**src/rtl/core/msds_pkg.sv**
```systemverilog
// ----------------------------------------------------------------------------
// msds_pkg
// Shared widths, codes, types and helpers of the mixed derivative stencil.
// ----------------------------------------------------------------------------
`timescale 1ns / 1ps

package msds_pkg;

  // field widths
  localparam int SAMPLE_W   = 16;
  localparam int DERIV_W    = 18;
  localparam int SUM_W      = 18;   // four-point sum, signed
  localparam int MAG_W      = 17;   // magnitude of the sum
  localparam int STEP_W     = 5;
  localparam int DIM_W      = 7;
  localparam int POS_W      = 6;
  localparam int COORD_W    = 7;    // stencil coordinate, pos + step
  localparam int LIM_W      = COORD_W + 1;
  localparam int SPAN_W     = 6;    // up to 2 * step
  localparam int DIVISOR_W  = 12;   // span_r * span_c
  localparam int CFG_IDX_W  = 2;
  localparam int CFG_DATA_W = 7;

  // default sizes
  localparam int DEF_MAX_ROWS = 64;
  localparam int DEF_MAX_COLS = 64;
  localparam int DEF_MAX_STEP = 16;
  localparam int MIN_DIM      = 3;

  // result queue
  localparam int OUT_DEPTH = 4;
  localparam int OUT_PTR_W = $clog2(OUT_DEPTH);
  localparam int OUT_CNT_W = $clog2(OUT_DEPTH + 1);

  // divider: quotient bits per cycle, step count and widths
  localparam int DIV_BPC   = 5;
  localparam int DIV_STEPS = (MAG_W + DIV_BPC - 1) / DIV_BPC;
  localparam int DIV_W     = DIV_STEPS * DIV_BPC;
  localparam int DIV_CNT_W = (DIV_STEPS > 1) ? $clog2(DIV_STEPS) : 1;

  // register indexes
  localparam logic [CFG_IDX_W-1:0] CFG_STEP = 2'd0;
  localparam logic [CFG_IDX_W-1:0] CFG_ROWS = 2'd1;
  localparam logic [CFG_IDX_W-1:0] CFG_COLS = 2'd2;

  // register reset values
  localparam logic [STEP_W-1:0] STEP_RST = 5'd1;
  localparam logic [DIM_W-1:0]  ROWS_RST = 7'd64;
  localparam logic [DIM_W-1:0]  COLS_RST = 7'd64;

  // item kinds
  localparam logic MODE_WRITE = 1'b0;
  localparam logic MODE_QUERY = 1'b1;

  typedef struct packed {
    logic [STEP_W-1:0] step;
    logic [DIM_W-1:0]  rows;
    logic [DIM_W-1:0]  cols;
  } cfg_t;

  typedef struct packed {
    logic [COORD_W-1:0] lo;
    logic [COORD_W-1:0] hi;
    logic [SPAN_W-1:0]  span;
  } axis_t;

  typedef struct packed {
    logic                    valid;
    logic                    bad;
    logic signed [SUM_W-1:0] sum;
    logic [DIVISOR_W-1:0]    divisor;
  } job_t;

  typedef struct packed {
    logic                      valid;
    logic signed [DERIV_W-1:0] derivative;
    logic                      bad_query;
  } res_t;

  // read order of the four stencil points (row, col)
  typedef enum logic [3:0] {
    RP_HH = 4'b0001,
    RP_LL = 4'b0010,
    RP_LH = 4'b0100,
    RP_HL = 4'b1000
  } rphase_t;

  // forward near the low edge, backward near the high edge, else central
  function automatic axis_t axis_points(input logic [POS_W-1:0]  pos,
                                        input logic [DIM_W-1:0]  len,
                                        input logic [STEP_W-1:0] s);
    axis_t             a;
    logic [LIM_W-1:0]  hi_lim;
    hi_lim = LIM_W'(len) - LIM_W'(s);
    if (COORD_W'(pos) < COORD_W'(s)) begin
      a.lo   = COORD_W'(pos);
      a.hi   = COORD_W'(pos) + COORD_W'(s);
      a.span = SPAN_W'(s);
    end else if (LIM_W'(pos) >= hi_lim) begin
      a.lo   = COORD_W'(pos) - COORD_W'(s);
      a.hi   = COORD_W'(pos);
      a.span = SPAN_W'(s);
    end else begin
      a.lo   = COORD_W'(pos) - COORD_W'(s);
      a.hi   = COORD_W'(pos) + COORD_W'(s);
      a.span = {s, 1'b0};
    end
    return a;
  endfunction

endpackage

```
**src/rtl/core/msds_out_fifo.sv**
```systemverilog
// ----------------------------------------------------------------------------
// msds_out_fifo
// Small result queue between the divider and the result channel.
// ----------------------------------------------------------------------------
`timescale 1ns / 1ps

module msds_out_fifo (
  input  logic                                clk,
  input  logic                                rst_n,
  input  msds_pkg::res_t                      res,
  output logic                                out_valid,
  input  logic                                out_stall,
  output logic signed [msds_pkg::DERIV_W-1:0] out_derivative,
  output logic                                out_bad_query
);

  logic signed [msds_pkg::DERIV_W-1:0] deriv_r [msds_pkg::OUT_DEPTH];
  logic                                bad_r   [msds_pkg::OUT_DEPTH];
  logic [msds_pkg::OUT_PTR_W-1:0]      wp_r, rp_r;
  logic [msds_pkg::OUT_CNT_W-1:0]      cnt_r;
  logic                                pop;

  assign out_valid      = (cnt_r != '0);
  assign pop            = out_valid && !out_stall;
  assign out_derivative = deriv_r[rp_r];
  assign out_bad_query  = bad_r[rp_r];

  // no overflow: entry is credited before a query is taken
  always_ff @(posedge clk) begin
    if (!rst_n) begin
      wp_r  <= '0;
      rp_r  <= '0;
      cnt_r <= '0;
    end else begin
      if (res.valid) begin
        wp_r <= wp_r + 1'b1;
      end
      if (pop) begin
        rp_r <= rp_r + 1'b1;
      end
      case ({res.valid, pop})
        2'b10:   cnt_r <= cnt_r + 1'b1;
        2'b01:   cnt_r <= cnt_r - 1'b1;
        default: cnt_r <= cnt_r;
      endcase
    end
  end

  always_ff @(posedge clk) begin
    if (res.valid) begin
      deriv_r[wp_r] <= res.derivative;
      bad_r[wp_r]   <= res.bad_query;
    end
  end

endmodule

```
**config.mk**
```make
export PLATFORM = sky130hd
export DESIGN_NAME = msds_out_fifo
export DESIGN_NICKNAME = d
export VERILOG_FILES = /design/src/rtl/core/msds_pkg.sv /design/src/rtl/core/msds_out_fifo.sv
export SDC_FILE = /design/constraint.sdc
export NUM_CORES = 1
export LEC_CHECK = 0
export BUFFER_PORTS_ARGS = -buffer_cell sky130_fd_sc_hd__clkbuf_2
export CORE_ASPECT_RATIO = 1.2
export CORE_MARGIN = 2
export CORE_UTILIZATION = 30
export CTS_CLUSTER_DIAMETER = 200
export DETAILED_ROUTE_END_ITERATION = 6
export GPL_TIMING_DRIVEN = 0
export MAX_ROUTING_LAYER = met4
export PLACE_DENSITY = 0.5
export SLEW_MARGIN = 20
export SYNTH_ARGS = -nofsm -noshare
export SYNTH_HDL_FRONTEND = slang
export SYNTH_SLANG_ARGS = --single-unit
```
**constraint.sdc**
```tcl
create_clock -name clk -period 4.1 [get_ports clk]
set_input_delay 0.82 -clock clk [delete_from_list [all_inputs] [get_ports clk]]
set_output_delay 0.82 -clock clk [all_outputs]
set_load 0.005 [all_outputs]
```
### After elaboration in Yosys (flattened, before gate mapping)

Memories as Yosys holds them, arrays and structs flattened. A register that Yosys moved wholly into a read port is not among the register bits.
Cells that the tools add are included.

* bits in registers: 7
* word-level logic and storage cells: 22
* memories: 2
* output and inout bits: 20
* memory bits (writable): 76

* equal/unequal tests: 2
* muxes and demuxes: 7
* reductions and logical operators: 4
* add/subtract/negate cells: 4

Memory list
* deriv_r: words 4, bits a word 18, read ports 1, clocked after memory_dff 1, write ports 1, line msds_out_fifo.sv:17 `logic signed [msds_pkg::DERIV_W-1:0] deriv_r [msds_pkg::OUT_DEPTH];`
* bad_r: words 4, bits a word 1, read ports 1, clocked after memory_dff 1, write ports 1, line msds_out_fifo.sv:18 `logic bad_r [msds_pkg::OUT_DEPTH];`

Operators by type and width (count)
* $mux 2: 4
* $pmux 3 s2: 1
* $add 2x1->2 const B: 2
* $add 3x1->3 const B: 1
* $reduce_bool 3->1: 1
* $sub 3x1->3 const B: 1
* $eq 2x1->1 const B: 1
* $eq 2x2->1 const B: 1
* $mux 1: 2
* $reduce_bool 2->1: 1
* $logic_and 1x1->1: 1
* $logic_not 1->1: 1

### Logic depth before layout (Yosys ltp)

Gate-level depths: netlist (run 1).

* depth in word-level cells: 4
* depth in mapped cells: 8

### Worst setup path after synthesis (run 1)

Ideal clock, no wire load.

* path kind: input -> register
* start point: in out_stall
* end point: reg cnt_r[2] (netlist name)
* required time: 4.024 ns
* arrival: 2.067 ns
* library setup time: 0.076 ns
* slack: 1.957 ns
* stages: 7
* cells stage by stage: nor2_1 > ha_1 > inv_1 > fa_1 > xor2_1 > or3_1 > a21boi_0

* longest elaborated chain between the ends: 4

Ends and longest elaborated chain
* start, declared: line msds_out_fifo.sv:12 `input logic out_stall,`
* $logic_not 1->1 (*): line msds_out_fifo.sv:24 `assign pop = out_valid && !out_stall;`
* $logic_and 1x1->1 (*): line msds_out_fifo.sv:24
* $eq 2x1->1 or $eq 2x2->1 (tied branches): line msds_out_fifo.sv:41 `case ({res.valid, pop})`
* $pmux 3 s2 or $reduce_bool 2->1 (tied branches)
* end signal, assigned: line msds_out_fifo.sv:42 `2'b10: cnt_r <= cnt_r + 1'b1;`
* end signal, assigned: line msds_out_fifo.sv:43 `2'b01: cnt_r <= cnt_r - 1'b1;`
* end signal, assigned: line msds_out_fifo.sv:44 `default: cnt_r <= cnt_r;`
* end, declared: line msds_out_fifo.sv:20 `logic [msds_pkg::OUT_CNT_W-1:0] cnt_r;`

Mark *: on every way between the ends. The rest lies on a longest branch, timed or not.
A chain may end at the register's enable or synchronous reset.

==> results of run 1 <==
==> registers in the layout, indices dropped and copies added, names as in the netlist, named ones only <==
register / count
cnt_r: 3
deriv_r: 72
bad_r: 4
rp_r: 2
wp_r: 2
==> routing by layer <==
metal  global-route usage  part of all wire
met1               0.1114              0.42
met2               0.1681              0.51
met4              0.03082            0.0092
met5                    -                 0
met3              0.04751             0.057
==> cells in the final DEF (no fill, tap or decap), types with 3 or more instances in the layout <==
| cell | count |
|---|---|
| clkbuf_2 | 42 |
| inv_1 | 7 |
| ha_1 | 5 |
| clkbuf_16 | 9 |
| dfxtp_1 | 9 |
| edfxtp_1 | 76 |
| and2_1 | 6 |
| a21boi_0 | 3 |
| o21ai_0 | 3 |
| mux4_1 | 9 |
| mux4_2 | 10 |
==> worst register-to-register path: stages, from the launching register on <==
cell and delay (ps):
dfxtp_1 380, nor3_2 90, nor2_1 100, ha_1 190, inv_1 60, fa_1 370, xor2_1 160, or3_1 300
a21boi_0 160
==> cells by family after synthesis <==
| logic type | count (synthesis) | share of synthesized area |
|---|---|---|
| AO/OA/AOI/OAI | 6 | 0.01153 |
| AND/OR/NAND/NOR | 16 | 0.02998 |
| XOR/XNOR | 3 | 0.008072 |
| flip-flops | 85 | 0.7563 |
| multiplexers | 21 | 0.1480 |
| buffers and inverters | 11 | 0.02075 |
| adder cells (fa/ha/maj) | 6 | 0.02537 |
==> power by group through the flow <==
stage                     Combinational (mW)  Sequential, mW  Clock (mW)
after floorplan                        0.270            1.04           0
after global placement                 0.408            1.05           0
after detailed placement               0.415            1.05           0
after CTS                              0.416            1.03       0.885
after global routing                   0.442            1.03       0.926
final                                  0.400            1.03       0.863
==> layout make-up <==
type / instances / area, um^2 / area share
Sequential cell: 85 / 2462 / 0.6234
Multi-Input combinational cell: 52 / 726.9 / 0.1840
Clock buffer: 9 / 225.2 / 0.05702
Timing Repair Buffer: 42 / 210.2 / 0.05322
Tap cell: 129 / 161.4 / 0.04086
Clock inverter: 7 / 96.34 / 0.02439
Buffer: 4 / 41.29 / 0.01045
Inverter: 7 / 26.28 / 0.006652
==> stage by stage <==
step	worst slack (ps)	area, um^2	instances	total power, mW	util
after floorplan	1957	3256	148	1.313	-
after CTS	1502	3949	335	2.332	0.3737
after global placement	1767	3627	319	1.456	0.3432
after global routing	1486	3950	335	2.403	0.3738
final	1571	3950	335	2.292	0.3738
after detailed placement	1734	3627	319	1.464	0.3432
==> worst min path at each step <==
stage	startpoint	to	slack (ps)	cells past startpoint
2_1_floorplan	rp_r[1]	register	450	2
3_3_place_gp	rp_r[1]	rp_r[1]	470	2
3_5_place_dp	rp_r[1]	register	490	2
4_1_cts	rp_r[1]	rp_r[1]	490	2
5_1_grt	rp_r[1]	register	510	2
6_report	rp_r[1]	rp_r[1]	490	2
==> impl_metrics.toml, run 1 <==
[clock_tree]
ctsHoldBuffers = 0
clockRootBuffer = "clkbuf_16"
clk_latency_ps = 330
cts.path.max_buffers = 2
htreeDepth = 3
numCtsBuffers = 9
post-cts-setup-buffer-count = 0
cts_tree = "done"
postCtsResizedCells = 0
clk_pin_slew_worst_paths_ps = 60
cts.sinks = 85

[job]
cap_violations = 0

[power_and_ir_drop]
pwr-share-seq = 0.449
peakVddDrop_v = 0.0003186
p_leak_nw = 1.388
power_density_nw_per_um2 = 580.3
clock_power_share = 0.377
p_sw_frac = 0.2345
power_frac_comb = 0.174
switchingPower_uw = 537.6
p_int_mw = 1.754

[worst_setup_path]
cp_cell_sequence = "buf_2 > buf_2 > mux4_2 > clkbuf_2"
cp.arrival_ps = 1710
critPathLaunchType = "register"
cp_common_cell = "buf_2"
crit_required_ps = 3280
critPathBufInv = 3
r2r-start = "cnt_r[0]"
r2r_cells = 8
cp_top_family = "buffers and inverters"
critPathSlowestCell = "mux4_2"
path_class = "reg -> out"
ff2ff_setup_slack_ps = 2220
cp_slowest_stage_delay_ps = 360
worstSetupEndpoint = "out_derivative[7]"
r2r_end = "cnt_r[2]"
cp.depth = 4
setup.worst_path.end_class = "output port"
cp_max_fo = 10

[synthesis]
avgSynthCellArea_um2 = 22.00
ys_top_cells_by_area = "edfxtp_1, mux4_1, mux4_2, dfxtp_1, ha_1"
ys.flop_type = "edfxtp_1"
ys_types = 23
synth_area_um2 = 3256
yosysSeqAreaShare = 0.7563
synthCells = 148
yosysWarnings = 0
ys_seq_elements = 85
syn_nets = 177
synth_edf_count = 76
synth_commonest_cells = "edfxtp_1, mux4_2, dfxtp_1, mux4_1"
async_reset_ff_frac = 0
yosysTopAreaCellShare = 0.7010
synth_most_common_cell = "edfxtp_1"
synth_top_cell_by_area = "edfxtp_1"

[place]
port_buffers = 42
place.gp.congestion = 0.6716

[die]
die_area_um2 = 11700
row_count = 41
fp.coreArea_um2 = 10570
pin_count = 43
fp.dieW_um = 99.10
initial_core_util = 0.3081
die_y_um = 118.1

[sta]
max_slew_margin = 0.2849
max_freq_ghz = 0.3954
rsz0062_at_grt = "false"
setup_viol = 0
hold_slack_ps = 485.9
hold_viol = 0
fin_crit_ps = 2529
min_period_over_period = 0.6168
drv_slew = 0
tightest_slew_ps = 1073
fin_setup_tns_ps = 0
fin_worst_skew_ps = 6.509

[finish]
drive_gt1_frac = 0.3592
layout.nets = 230
antenna_cells = 0
area_delta_synth_final_pct = 21.33
fill_cells = 981

[hold_path]
hold_path_class = "reg -> reg"

[grt]
antenna_found_initial = 0
grt_max_degree = 20
grt_pass1_wl_um = 8618
grt-ovfl-total = 0
grt_pass1_vias = 1631
grt_use_total = 0.1027

[outcome]
status = "complete, no violations"

[detailed_routing]
first_iter_violations = 51
wire_per_inst_um = 16.50
firstDrtPassIters = 6
drcViolationCount = 0
wirelength_um = 5528
detail-route-antenna-nets = 0
viasPerCell = 4.475
vias = 1499
Note: power is estimated with default switching activity, not from simulation.
==> inputs of run 2 (changes only) <==
Settings changed: PLACE_DENSITY 0.5 to 0.52.
Clock period 4.1 ns to 2.15 ns, I/O delays scaled along.
==> impl_metrics.toml, run 2 (synthesized netlist as in run 1, its figures left out) <==
[outcome]
status = "complete, no violations"

[worst_setup_path]
r2r-start = "cnt_r[0]"
ff2ff_setup_slack_ps = 300
setup.worst_path.end_class = "output port"
cp.arrival_ps = 1630
cp_max_fo = 10
crit_required_ps = 1720
r2r_end = "cnt_r[2]"
critPathLaunchType = "register"
path_class = "reg -> out"
r2r_cells = 8

[die]
fp.coreArea_um2 = 10570
initial_core_util = 0.3081
die_y_um = 118.1
fp.dieW_um = 99.10
pin_count = 43
die_area_um2 = 11700
row_count = 41

[grt]
antenna_found_initial = 0
grt_use_total = 0.1014
grt-ovfl-total = 0
grt_pass1_wl_um = 8411
grt_max_degree = 20
grt_pass1_vias = 1527

[finish]
reg.largest.list = "deriv_r (72), bad_r (4), cnt_r (3)"
seq_area_um2 = 2462
largest_reg_flops = 72
most-common-layout-cells = "edfxtp_1, clkbuf_2, mux4_2"
antenna_cells = 0
fill_cells = 998
layout_commonest_cell = "edfxtp_1"
drive_gt1_frac = 0.3636
multi_input_area_um2 = 726.9
final_cell_area_um2 = 3933
top_register = "deriv_r"
layout.nets = 233
area_delta_synth_final_pct = 20.79

[detailed_routing]
viasPerCell = 4.441
wirelength_um = 5485
first_iter_violations = 52
detail-route-antenna-nets = 0
drcViolationCount = 0
vias = 1501
firstDrtPassIters = 4
wire_per_inst_um = 16.23

[power_and_ir_drop]
p_leak_nw = 1.374
power_density_nw_per_um2 = 1059
peakVddDrop_v = 0.0005066

[sta]
rsz0062_at_grt = "false"
drv_slew = 0
fin_crit_ps = 2065
hold_viol = 0
fin_worst_skew_ps = 5.959
max_slew_margin = 0.3078
tightest_slew_ps = 1038
fin_setup_tns_ps = 0
max_freq_ghz = 0.4843
setup_viol = 0
min_period_over_period = 0.9604

[place]
place.gp.congestion = 0.6475
port_buffers = 42
placed_area_um2 = 3627
detailed_place_hpwl_um = 3440

[hold_path]
worst_hold_path.endpoint = "deriv_r[0][16]"
hold_start = "res[17]"
holdPathStages = 1
hold_path_class = "in -> reg"

[clock_tree]
cts.path.max_buffers = 2
numCtsBuffers = 9
clk_pin_slew_worst_paths_ps = 60
cts.sinks = 85
cts_tree = "done"
htreeDepth = 3
clk_latency_ps = 330
clockRootBuffer = "clkbuf_16"

[job]
cap_violations = 0
[run 2: changes by cell type in the layout (fill, tap and decap cells not counted), sizes merged]
cell	previous run	this run
clkinvlp	0	2
bufinv	2	0
inv	9	8
buf	4	7
clkinv	3	4
[run 2: timing repair]
| action | CTS | global route |
|---|---|---|
| gates resized for setup | 1 | 1 |
| endpoints found under the setup margin | 9 | 8 |
| hold buffers | 0 | 0 |
| setup buffers | 0 | 3 |
| pin swaps | 0 | 0 |
[run 2: power by group]
group          total [mW]  switching (mW)  internal (mW)
sequential           1.97          0.0481           1.92
combinational       0.791           0.357          0.433
clock                1.40           0.622          0.783
[run 2: worst max path at each step]
| stage | end | cells after the start | slack, ps |
|---|---|---|---|
| finish | out_derivative[16] | 4 | 90 |
| global route | out_derivative[9] | 4 | 0.9 |
| detailed placement | cnt_r[2] | 8 | 190 |
| CTS | out_derivative[9] | 4 | 30 |
| global placement | cnt_r[2] | 8 | 200 |
| floorplan | cnt_r[2] | 7 | 400 |
[run 2: area by class of cell]
cell class / instances / area share
flip-flops and latches: 85 / 0.6262
repair buffers: 45 / 0.05918
well taps: 129 / 0.04104
multi-input cells: 52 / 0.1849
clock buffers: 9 / 0.05727
inverters: 7 / 0.006682
plain buffers: 4 / 0.01209
clock inverters: 7 / 0.01273
[run 2: per-stage QoR]
step | hold slack [ps] | util | power [mW] | setup slack, ps | std cells
after floorplan | 445.1 | - | 2.503 | 397.3 | 148
after global placement | 462.2 | 0.3432 | 2.779 | 203.0 | 319
after detailed placement | 476.2 | 0.3432 | 2.787 | 191.8 | 319
after CTS | 307.0 | 0.3695 | 4.193 | 32.88 | 335
after global routing | 306.7 | 0.3721 | 4.374 | 0.8803 | 338
final | 314.6 | 0.3721 | 4.163 | 85.16 | 338
[run 2: critical path: stages, from the launching register on]
cell and delay [ps]:
dfxtp_1 340, buf_8 160, buf_12 160, mux4_2 520, clkbuf_2 130
[run 2: routing by layer]
layer,track usage,up-vias,part of all wire
met1,0.1199,732,0.42
li1,-,716,-
met3,0.04394,5,0.059
met5,-,-,0
met4,0.02568,0,0.011
met2,0.1596,48,0.51
==> inputs of run 3 (changes only) <==
Settings changed: CELL_PAD_IN_SITES_DETAIL_PLACEMENT from default to 1, CELL_PAD_IN_SITES_GLOBAL_PLACEMENT from default to 1, PLACE_DENSITY 0.52 to 0.57.
==> impl_metrics.toml, run 3 (synthesized netlist as in run 1, its figures left out) <==
[outcome]
status = "complete, no violations"

[worst_setup_path]
critPathLaunchType = "register"
ff2ff_setup_slack_ps = 290
cp_max_fo = 10
cp_slowest_stage_delay_ps = 510
critPathSlowestCell = "mux4_2"
cp.arrival_ps = 1630
path_class = "reg -> out"
setup.worst_path.end_class = "output port"
cp_cell_sequence = "buf_8 > buf_12 > mux4_2 > clkbuf_2"
crit_required_ps = 1720

[place]
port_buffers = 42
detailed_place_hpwl_um = 3695
placed_area_um2 = 3627
preCtsSetupSlack_ps = 146.8
dp_cells = 319
place.gp.congestion = 0.6486

[die]
pin_count = 43
die_y_um = 118.1
row_count = 41
fp.coreArea_um2 = 10570
fp.dieW_um = 99.10
die_area_um2 = 11700
initial_core_util = 0.3081

[power_and_ir_drop]
power_frac_comb = 0.191
peakVddDrop_v = 0.0004147
clock_power_share = 0.365
p_int_mw = 3.414
p_leak_nw = 1.410
p_sw_frac = 0.2301
switchingPower_mw = 1.021
power_density_nw_per_um2 = 1107
finalPower_mw = 4.435
pwr-share-seq = 0.444

[grt]
grt_pass1_wl_um = 9066
grt_max_degree = 20
grt_pass1_vias = 1664
grt_use_total = 0.1076
grt-ovfl-total = 0
antenna_found_initial = 0

[clock_tree]
cts_tree = "done"
cts.path.max_buffers = 2
cts.sinks = 85
clk_pin_slew_worst_paths_ps = 60
clockRootBuffer = "clkbuf_16"
htreeDepth = 3
clk_latency_ps = 330
numCtsBuffers = 9

[finish]
layout_commonest_cell = "edfxtp_1"
area_delta_synth_final_pct = 23.02
most-common-layout-cells = "edfxtp_1, clkbuf_2, mux4_2"
final_cell_area_um2 = 4005
layout.nets = 234
seq_area_um2 = 2462
multi_input_area_um2 = 726.9
fill_cells = 1037
antenna_cells = 0
largest_reg_flops = 72
drive_gt1_frac = 0.3619
final_util = 0.3790
reg.largest.list = "deriv_r (72), bad_r (4), cnt_r (3)"
top_register = "deriv_r"
finalNonFillerCells = 339

[detailed_routing]
detail-route-antenna-nets = 0
viasPerCell = 4.537
wl_met3_um = 271
wire_per_inst_um = 17.03
vias = 1538
drcViolationCount = 0
wl_met1_um = 2525
route.met2.wl_um = 2883
wirelength_um = 5774
top_layer = "met4"
first_iter_violations = 69
firstDrtPassIters = 4

[sta]
max_freq_ghz = 0.4855
max_slew_margin = 0.2939
fin_setup_tns_ps = 0
fin_worst_skew_ps = 9.138
min_period_over_period = 0.9579
setup_viol = 0
hold_slack_ps = 316.9
drv_slew = 0
post-route-worst-setup-slack_ps = 90.46
rsz0062_at_grt = "false"
tightest_slew_ps = 1059
hold_viol = 0
fin_crit_ps = 2060

[hold_path]
hold_path_class = "in -> reg"

[job]
cap_violations = 0
-- run 3: cell count changes in the layout (fill, tap and decap cells not counted) --
cell / delta
buf_12: +2
buf_4: -1
bufinv_16: +2
clkbuf_1: +2
clkinv_1: -1
clkinv_4: -1
clkinvlp_4: -2
-- run 3: critical path: cells and delay by family, from the launching register on --
kind     cells  cell delay [ps]
buf+inv      3              450
flops        1              340
mux          1              510
-- run 3: final cells by class --
type                            instances  area share
Clock buffer                           11     0.05811
Multi-Input combinational cell         52      0.1815
Clock inverter                          5     0.02062
Timing Repair Buffer                   46     0.06623
Inverter                                7    0.006560
Buffer                                  4     0.01187
Tap cell                              129     0.04030
Sequential cell                        85      0.6148
-- run 3: final timing paths --
path	from	to	cells past startpoint
worst max-delay path	register	out_derivative[16]	4
worst min-delay path	res[18]	deriv_r[0][17]	1
worst max register to register	cnt_r[0]	cnt_r[2]	8
worst min register to register	rp_r[1]	rp_r[1]	2
-- run 3: routing by layer --
layer  vias up  GRT usage
met5         -          -
met4         0    0.04366
met3         9    0.03088
met2        40     0.1693
met1       777     0.1300
li1        712          -
-- run 3: repair_timing --
| item | CTS | global route |
|---|---|---|
| endpoints found under the setup margin | 5 | 1 |
| hold buffers | 0 | 0 |
| resized for setup | 1 | 1 |
| setup buffers | 0 | 4 |
| pin swaps | 0 | 0 |
| endpoints found under the hold margin | 0 | 0 |
-- run 3: power groups by stage --
stage | clock, mW | sequential [mW] | combinational [mW]
2_1_floorplan | 0 | 1.99 | 0.515
3_3_place_gp | 0 | 2.00 | 0.777
3_5_place_dp | 0 | 2.00 | 0.791
4_1_cts | 1.66 | 1.97 | 0.795
5_1_grt | 1.73 | 1.98 | 0.945
6_report | 1.62 | 1.97 | 0.846
